`src/rtl/wsfe_pkg.sv`:
```
package wsfe_pkg;

    // Command codes carried on the input channel
    localparam logic CMD_START   = 1'b0;
    localparam logic CMD_PAYLOAD = 1'b1;

    // Field widths
    localparam int LEN_W  = 63;
    localparam int OP_W   = 4;
    localparam int KEY_W  = 32;
    localparam int BYTE_W = 8;
    localparam int IDX_W  = 4;

    // Header encoding constants
    localparam logic [BYTE_W-1:0] FIN_BIT      = 8'h80;
    localparam logic [BYTE_W-1:0] MASK_BIT     = 8'h80;
    localparam logic [LEN_W-1:0]  LEN_7BIT_MAX = 63'd125;
    localparam logic [LEN_W-1:0]  LEN_16BIT_MAX = 63'd65535;
    localparam logic [6:0]        LEN_CODE_16  = 7'd126;
    localparam logic [6:0]        LEN_CODE_64  = 7'd127;

    // First mask byte position per length form, and the number of mask key bytes
    localparam logic [IDX_W-1:0] KEY_BASE_7  = 4'd2;
    localparam logic [IDX_W-1:0] KEY_BASE_16 = 4'd4;
    localparam logic [IDX_W-1:0] KEY_BASE_64 = 4'd10;
    localparam logic [IDX_W-1:0] KEY_BYTES   = 4'd4;

    typedef enum logic [1:0] {
        LEN_FORM_7,
        LEN_FORM_16,
        LEN_FORM_64
    } len_form_t;

    // Frame state updates, issued when an item's last byte is registered
    typedef struct packed {
        logic start_commit;
        logic payload_commit;
    } commit_t;

endpackage

```
`src/rtl/wsfe_header.sv`:
```
module wsfe_header (
    input  logic [wsfe_pkg::LEN_W-1:0]  frame_length,
    input  logic [wsfe_pkg::OP_W-1:0]   frame_opcode,
    input  logic [wsfe_pkg::KEY_W-1:0]  mask_key,
    input  logic [wsfe_pkg::IDX_W-1:0]  idx,
    output logic [wsfe_pkg::BYTE_W-1:0] hdr_byte,
    output logic                        hdr_last,
    output logic                        hdr_empty
);
    import wsfe_pkg::*;

    len_form_t        form;
    logic [IDX_W-1:0] key_base;
    logic [IDX_W-1:0] key_off;
    logic [IDX_W-1:0] len_pos;
    logic [63:0]      len_ext;
    logic [6:0]       len_code;

    // Length form from the payload size
    always_comb begin
        if (frame_length <= LEN_7BIT_MAX) begin
            form = LEN_FORM_7;
        end else if (frame_length <= LEN_16BIT_MAX) begin
            form = LEN_FORM_16;
        end else begin
            form = LEN_FORM_64;
        end
    end

    // Byte positions for the chosen form
    always_comb begin
        unique case (form)
            LEN_FORM_7: begin
                key_base = KEY_BASE_7;
                len_code = frame_length[6:0];
            end
            LEN_FORM_16: begin
                key_base = KEY_BASE_16;
                len_code = LEN_CODE_16;
            end
            LEN_FORM_64: begin
                key_base = KEY_BASE_64;
                len_code = LEN_CODE_64;
            end
            default: begin
                key_base = KEY_BASE_64;
                len_code = LEN_CODE_64;
            end
        endcase
    end

    assign len_ext = {1'b0, frame_length};
    assign key_off = idx - key_base;
    // extended length is big-endian: position counts down to the low byte
    assign len_pos = key_base - 4'd1 - idx;

    // Header byte select
    always_comb begin
        if (idx == 4'd0) begin
            hdr_byte = FIN_BIT | {4'd0, frame_opcode};
        end else if (idx == 4'd1) begin
            hdr_byte = MASK_BIT | {1'b0, len_code};
        end else if (idx >= key_base) begin
            hdr_byte = mask_key[key_off[1:0]*8 +: 8];
        end else begin
            hdr_byte = len_ext[len_pos[2:0]*8 +: 8];
        end
    end

    assign hdr_last  = (idx == key_base + KEY_BYTES - 4'd1);
    assign hdr_empty = (frame_length == '0);

endmodule

```
`src/rtl/wsfe_framer.sv`:
```
module wsfe_framer (
    input  logic                        aclk,
    input  logic                        aresetn,
    input  wsfe_pkg::commit_t           commit,
    input  logic [wsfe_pkg::LEN_W-1:0]  frame_length,
    input  logic [wsfe_pkg::KEY_W-1:0]  mask_key,
    input  logic [wsfe_pkg::BYTE_W-1:0] payload_byte,
    output logic [wsfe_pkg::BYTE_W-1:0] pay_byte,
    output logic                        pay_done,
    output logic                        pay_status
);
    import wsfe_pkg::*;

    logic [LEN_W-1:0] bytes_left_reg, bytes_left_next;
    logic [KEY_W-1:0] held_mask_reg, held_mask_next;
    logic [1:0]       mask_phase_reg, mask_phase_next;
    logic             frame_open_reg, frame_open_next;
    logic [LEN_W-1:0] left_dec;

    assign left_dec = bytes_left_reg - 63'd1;

    // Masked payload byte, or an error result when no frame is open
    always_comb begin
        if (frame_open_reg) begin
            pay_byte   = payload_byte ^ held_mask_reg[mask_phase_reg*8 +: 8];
            pay_done   = (left_dec == '0);
            pay_status = 1'b0;
        end else begin
            pay_byte   = '0;
            pay_done   = 1'b0;
            pay_status = 1'b1;
        end
    end

    // Frame state update
    always_comb begin
        bytes_left_next = bytes_left_reg;
        held_mask_next  = held_mask_reg;
        mask_phase_next = mask_phase_reg;
        frame_open_next = frame_open_reg;
        if (commit.start_commit) begin
            bytes_left_next = frame_length;
            held_mask_next  = mask_key;
            mask_phase_next = 2'd0;
            frame_open_next = (frame_length != '0);
        end else if (commit.payload_commit && frame_open_reg) begin
            bytes_left_next = left_dec;
            mask_phase_next = mask_phase_reg + 2'd1;
            frame_open_next = (left_dec != '0);
        end
    end

    always_ff @(posedge aclk) begin
        if (!aresetn) begin
            bytes_left_reg <= '0;
            held_mask_reg  <= '0;
            mask_phase_reg <= '0;
            frame_open_reg <= 1'b0;
        end else begin
            bytes_left_reg <= bytes_left_next;
            held_mask_reg  <= held_mask_next;
            mask_phase_reg <= mask_phase_next;
            frame_open_reg <= frame_open_next;
        end
    end

endmodule

```
`src/rtl/websocket_frame_encoder.sv`:
```
// Channel  | Direction | Handshake         | Payload
// s_       | in        | s_valid / s_ready | cmd, frame_length, frame_opcode, mask_key, payload_byte
// m_       | out       | m_valid / m_ready | out_byte, last_of_run, frame_done, status
//
// A payload request yields one byte; a start request yields 6, 8 or 14 header bytes,
// one per cycle while m_ready does not stall, walked by the byte index counter.
// Requests are held in an input register and results in an output register, so a
// new request is taken in the cycle its predecessor's last byte is registered.
// A stall on m_ready freezes the header walk and, once the input register is full,
// drops s_ready. Reset (aresetn low, synchronous) clears the frame state, no frame open.
module websocket_frame_encoder (
    input  logic                        aclk,
    input  logic                        aresetn,
    input  logic                        s_valid,
    output logic                        s_ready,
    input  logic                        s_cmd,
    input  logic [wsfe_pkg::LEN_W-1:0]  s_frame_length,
    input  logic [wsfe_pkg::OP_W-1:0]   s_frame_opcode,
    input  logic [wsfe_pkg::KEY_W-1:0]  s_mask_key,
    input  logic [wsfe_pkg::BYTE_W-1:0] s_payload_byte,
    output logic                        m_valid,
    input  logic                        m_ready,
    output logic [wsfe_pkg::BYTE_W-1:0] m_out_byte,
    output logic                        m_last_of_run,
    output logic                        m_frame_done,
    output logic                        m_status
);
    import wsfe_pkg::*;

    // Input register
    logic              in_valid_reg, in_valid_next;
    logic              cmd_reg;
    logic [LEN_W-1:0]  len_reg;
    logic [OP_W-1:0]   op_reg;
    logic [KEY_W-1:0]  key_reg;
    logic [BYTE_W-1:0] pbyte_reg;

    // Header walk
    logic [IDX_W-1:0]  idx_reg, idx_next;

    // Output register
    logic              m_valid_reg, m_valid_next;
    logic [BYTE_W-1:0] out_byte_reg;
    logic              last_reg, done_reg, status_reg;

    logic [BYTE_W-1:0] hdr_byte, pay_byte;
    logic              hdr_last, hdr_empty, pay_done, pay_status;
    logic              out_free, fire, item_last, finish;
    commit_t           commit;

    wsfe_header u_header (
        .frame_length (len_reg),
        .frame_opcode (op_reg),
        .mask_key     (key_reg),
        .idx          (idx_reg),
        .hdr_byte     (hdr_byte),
        .hdr_last     (hdr_last),
        .hdr_empty    (hdr_empty)
    );

    wsfe_framer u_framer (
        .aclk         (aclk),
        .aresetn      (aresetn),
        .commit       (commit),
        .frame_length (len_reg),
        .mask_key     (key_reg),
        .payload_byte (pbyte_reg),
        .pay_byte     (pay_byte),
        .pay_done     (pay_done),
        .pay_status   (pay_status)
    );

    // Handshake control
    assign out_free  = !m_valid_reg || m_ready;
    assign fire      = in_valid_reg && out_free;
    assign item_last = (cmd_reg == CMD_PAYLOAD) ? 1'b1 : hdr_last;
    assign finish    = fire && item_last;
    assign s_ready   = !in_valid_reg || finish;

    assign commit.start_commit   = finish && (cmd_reg == CMD_START);
    assign commit.payload_commit = finish && (cmd_reg == CMD_PAYLOAD);

    always_comb begin
        in_valid_next = in_valid_reg;
        if (s_valid && s_ready) begin
            in_valid_next = 1'b1;
        end else if (finish) begin
            in_valid_next = 1'b0;
        end
    end

    always_comb begin
        idx_next = idx_reg;
        if (finish) begin
            idx_next = '0;
        end else if (fire) begin
            idx_next = idx_reg + 4'd1;
        end
    end

    always_comb begin
        m_valid_next = m_valid_reg;
        if (fire) begin
            m_valid_next = 1'b1;
        end else if (m_ready) begin
            m_valid_next = 1'b0;
        end
    end

    // Control registers
    always_ff @(posedge aclk) begin
        if (!aresetn) begin
            in_valid_reg <= 1'b0;
            idx_reg      <= '0;
            m_valid_reg  <= 1'b0;
        end else begin
            in_valid_reg <= in_valid_next;
            idx_reg      <= idx_next;
            m_valid_reg  <= m_valid_next;
        end
    end

    // Request capture
    always_ff @(posedge aclk) begin
        if (s_valid && s_ready) begin
            cmd_reg   <= s_cmd;
            len_reg   <= s_frame_length;
            op_reg    <= s_frame_opcode;
            key_reg   <= s_mask_key;
            pbyte_reg <= s_payload_byte;
        end
    end

    // Result capture
    always_ff @(posedge aclk) begin
        if (fire) begin
            last_reg <= item_last;
            if (cmd_reg == CMD_PAYLOAD) begin
                out_byte_reg <= pay_byte;
                done_reg     <= pay_done;
                status_reg   <= pay_status;
            end else begin
                out_byte_reg <= hdr_byte;
                done_reg     <= hdr_last && hdr_empty;
                status_reg   <= 1'b0;
            end
        end
    end

    assign m_valid       = m_valid_reg;
    assign m_out_byte    = out_byte_reg;
    assign m_last_of_run = last_reg;
    assign m_frame_done  = done_reg;
    assign m_status      = status_reg;

endmodule

```
`config.mk`:
```
export PLATFORM = sky130hd
export DESIGN_NAME = websocket_frame_encoder
export DESIGN_NICKNAME = d
export VERILOG_FILES = /design/src/rtl/wsfe_pkg.sv /design/src/rtl/wsfe_header.sv /design/src/rtl/wsfe_framer.sv /design/src/rtl/websocket_frame_encoder.sv
export SDC_FILE = /design/constraint.sdc
export NUM_CORES = 1
export LEC_CHECK = 0
export ABC_AREA = 1
export BUFFER_PORTS_ARGS = -buffer_cell sky130_fd_sc_hd__buf_2
export CAP_MARGIN = 0
export CORE_UTILIZATION = 45
export DETAILED_ROUTE_END_ITERATION = 12
export RECOVER_POWER = 100
export SLEW_MARGIN = 20
export SYNTH_ARGS = -nofsm -noshare
export SYNTH_HDL_FRONTEND = slang
export SYNTH_SLANG_ARGS = --single-unit
export TNS_END_PERCENT = 100
```
`constraint.sdc`:
```
create_clock -name aclk -period 10.6 [get_ports aclk]
set_input_delay 0.53 -clock aclk [delete_from_list [all_inputs] [get_ports aclk]]
set_output_delay 0.53 -clock aclk [all_outputs]
set_load 0.05 [all_outputs]
```
==> impl_metrics.yaml <==
sta:
  tns_ps: 0
  clock_period_minus_worst_slack_ps: 7045
  ratio_of_final_minimum_period_to_clock_period_pct: 66.47
  rsz0062_at_grt: "no"
  worstMarginPinSlew_ps: 3972
  worst_slack_ps: 3555
  skew_ps: 12.22
  timing.max_slew.rel_slack_pct: -164.8
  fmaxAchievable_mhz: 141.9
  setup-violations-final: 0
  timing_hold_violations_final: 0
  timing.final.max_slew_violations: 122
clock_network:
  worstSkewPairLatency_ps: 540
  post-cts-setup-buffers: 0
  numCtsBuffers: 26
  cts_max_path_buffers: 3
  cts.sink_count: 223
  ctsResizeCount: 0
  clock_tree.root_cell: "clkbuf_16"
  htree_num_levels: 1
  cts_tree: "built"
  postCtsHoldBufs: 0
  clkSlewWorstSetupHoldPaths_ps: 60
route:
  totalWireLength_mm: 38.14
  route.detailed.drc: 0
  antenna_left: 0
  drt-initial-drc-count: 1084
  routed_via_density: 5.349
  detailroute.via_count: 11286
  detail_route.wl_per_cell_um: 18.07
  firstDrtPassIters: 6
synth:
  yosys.area.top_type: "edfxtp_1"
  async_flop_share_pct: 0
  synth_edf_count: 119
  synth_largest_type_area_fraction_pct: 28.82
  post_synth_num_cell_types: 38
  part_of_the_yosys_area_used_for_sequential_elements_pct: 45.61
  synth_top_cells_by_area: "edfxtp_1 29%, dfxtp_1 17%, nor2_1 10%, nand2_1 8.3%, a21oi_1 6.1%"
  syn-num-nets: 1772
  synth.most_common_cell: "nor2_1"
  synthCells: 1652
  netlist_area_before_placement_um2: 12400
  synth.avg_cell_area_um2: 7.506
  yosys_most_used_dff: "edfxtp_1"
  postSynthRegisterBits: 223
  warnings_synthesis: 0
  post_synth_most_frequent_cells: "336 x nor2_1, 273 x nand2_1, 160 x inv_1, 150 x a21oi_1, 119 x edfxtp_1"
setup_path:
  crit_path_end_kind: "flop"
  critical_path.max_fanout: 91
  critPathKind: "flop to flop"
  crit_required_ps: 10990
  timing.critical_path.arrival_ps: 7430
  slowest_stage: "clkbuf_1"
  timing.critical_path.from_type: "flop"
  crit_buf_inv: 3
  crit_path_cell_trace: "inv_1, nand4_1, nor2_1, nand2_1, nor2_1, nand2_1, nand2_1, nand3_1, ha_1, nor3_1, nand2_1, nor2_1, nand3_4, clkbuf_1, buf_4, nor2_1, nor2_1, a21oi_2"
  critical-path-max-stage-delay_ps: 2780
  path_common_cell: "nor2_1"
  cell_class_contributing_the_biggest_share_of_worst_path_delay: "buffers and inverters"
placement:
  place.gp.congestion: 0.9845
  io_buffer_count: 124
  placement.cell_area_um2: 13210
  placement.setup.worst_slack_ps: 5766
  dp_hpwl_mm: 28.34
floorplan:
  floorplan.initialDensity_pct: 45.88
  die_w_um: 168
  die_boundary_height_um: 168
  number_of_i_o_pins: 125
  rows: 60
  floorplan.die_area_um2: 28220
  fp.coreArea_um2: 27030
grt:
  grt_usage_pct: 26.80
  grt_start_max_net_pins: 92
  grt_antenna_before_repair: 2
  grt_pass1_wl_mm: 58.31
  first_global_vias: 10314
  gr-total-overflow: 0
pwr:
  powerDensity_nw_per_um2: 150.1
  power_leakage_nw: 6.203
  vdd_ir_max_mv: 0.1357
job:
  cap_violations: 2
status:
  status: "finished with violations"
  failed_checks: "max-capacitance violations, max-slew violations"
cells_and_area:
  post-route-cell-area_um2: 14050
  num-fill-cells: 2652
  share_of_final_layout_standard_cells_stronger_than_drive_strength_1_pct: 12.44
  area.growth.synth_to_final_pct: 13.30
  fin_nets: 1868
worst_hold_path:
  worst_min_delay_path_category: "input pin to flop"
## worst register-to-register path, stage by stage, from the launching register on
cell      delay [ps]
edfxtp_1         450
inv_1            190
nand4_1          120
nor2_1           160
nand2_1          100
nor2_1           160
nand2_1          110
nand2_1          110
nand3_1          140
ha_1             460
nor3_1            90
nand2_1          100
nor2_1            90
nand3_4           70
clkbuf_1        2780
buf_4           1210
nor2_1           290
nor2_1           200
a21oi_2           60
## area by class of cell
type,instances,area (um2),share of cell area [%]
timing repair buffer,132,626.9,4.462
clock buffer,36,718.2,5.112
multi-input combinational,1190,5737,40.83
clock inverter,12,224.0,1.594
inverter,175,658.1,4.684
sequential,223,5657,40.26
tap,341,426.7,3.037
antenna,1,2.502,0.01781
## power breakdown
| part | internal [mW] | switching, mW | leakage, nW | total [mW] |
|---|---|---|---|---|
| registers | 0.948 | 0.0177 | 1.98 | 0.966 |
| logic | 0.0416 | 0.113 | 3.77 | 0.155 |
| clock network | 0.619 | 0.369 | 0.458 | 0.988 |
| total | 1.61 | 0.500 | 6.20 | 2.11 |
## path summary, 6_finish.rpt
kind / from / endpoint / slack [ps] / cells after the start
hold / removal: s_frame_length[20] / len_reg[20] / 160 / 1
hold reg to reg: u_framer.held_mask_reg[22] / u_framer.held_mask_reg[22] / 450 / 2
setup / recovery: len_reg[20] / u_framer.bytes_left_reg[25] / 3550 / 18
setup reg to reg: len_reg[20] / u_framer.bytes_left_reg[25] / 3550 / 18
## through the flow
stage / utilization [%] / hold WS, ps / power, mW / instances
floorplan: - / 424.6 / 1.073 / 1652
global placement: 48.88 / 434.0 / 1.140 / 2061
detailed placement: 48.88 / 441.4 / 1.140 / 2061
CTS: 52.37 / 142.7 / 2.131 / 2109
global route: 51.98 / 138.4 / 2.177 / 2109
finish: 51.99 / 164.0 / 2.109 / 2110
## metal layers
layer  vias to the layer above  GRT usage [%]  wire (um)
li1                       5646              -          -
met1                      5156          38.33      17290
met2                       409          41.11      16860
met3                        73          4.161       2810
met4                         2          9.294       1168
met5                         -              0         10
## placed cells by master, fill, tap and decap left out, drive strengths merged, types with 3 or more instances in the layout
cell,synthesis,final
nor2,384,384
nand2,278,278
a21oi,182,182
inv,169,168
edfxtp,119,119
nand3,106,106
dfxtp,104,104
o21ai,98,98
buf,24,93
clkbuf,40,75
nand4,31,31
xor2,23,23
nor3,21,21
nand3b,13,13
o22ai,12,12
clkinv,6,12
xnor2,11,11
ha,8,8
nor4,7,7
bufinv,0,6
o31ai,4,4
and2,3,3
o21bai,3,3
## cell families after synthesis
group                      count (synthesis)  synth area share, %
and+or+nand+nor                          843                29.68
AOI/OAI and AO/OA                        305                13.69
buffers and inverters                    239                7.809
DFF                                      223                45.61
xor gates and xnor gates                  34                2.401
adders and majority gates                  8               0.8072
Power figures use the tool's default switching activity.
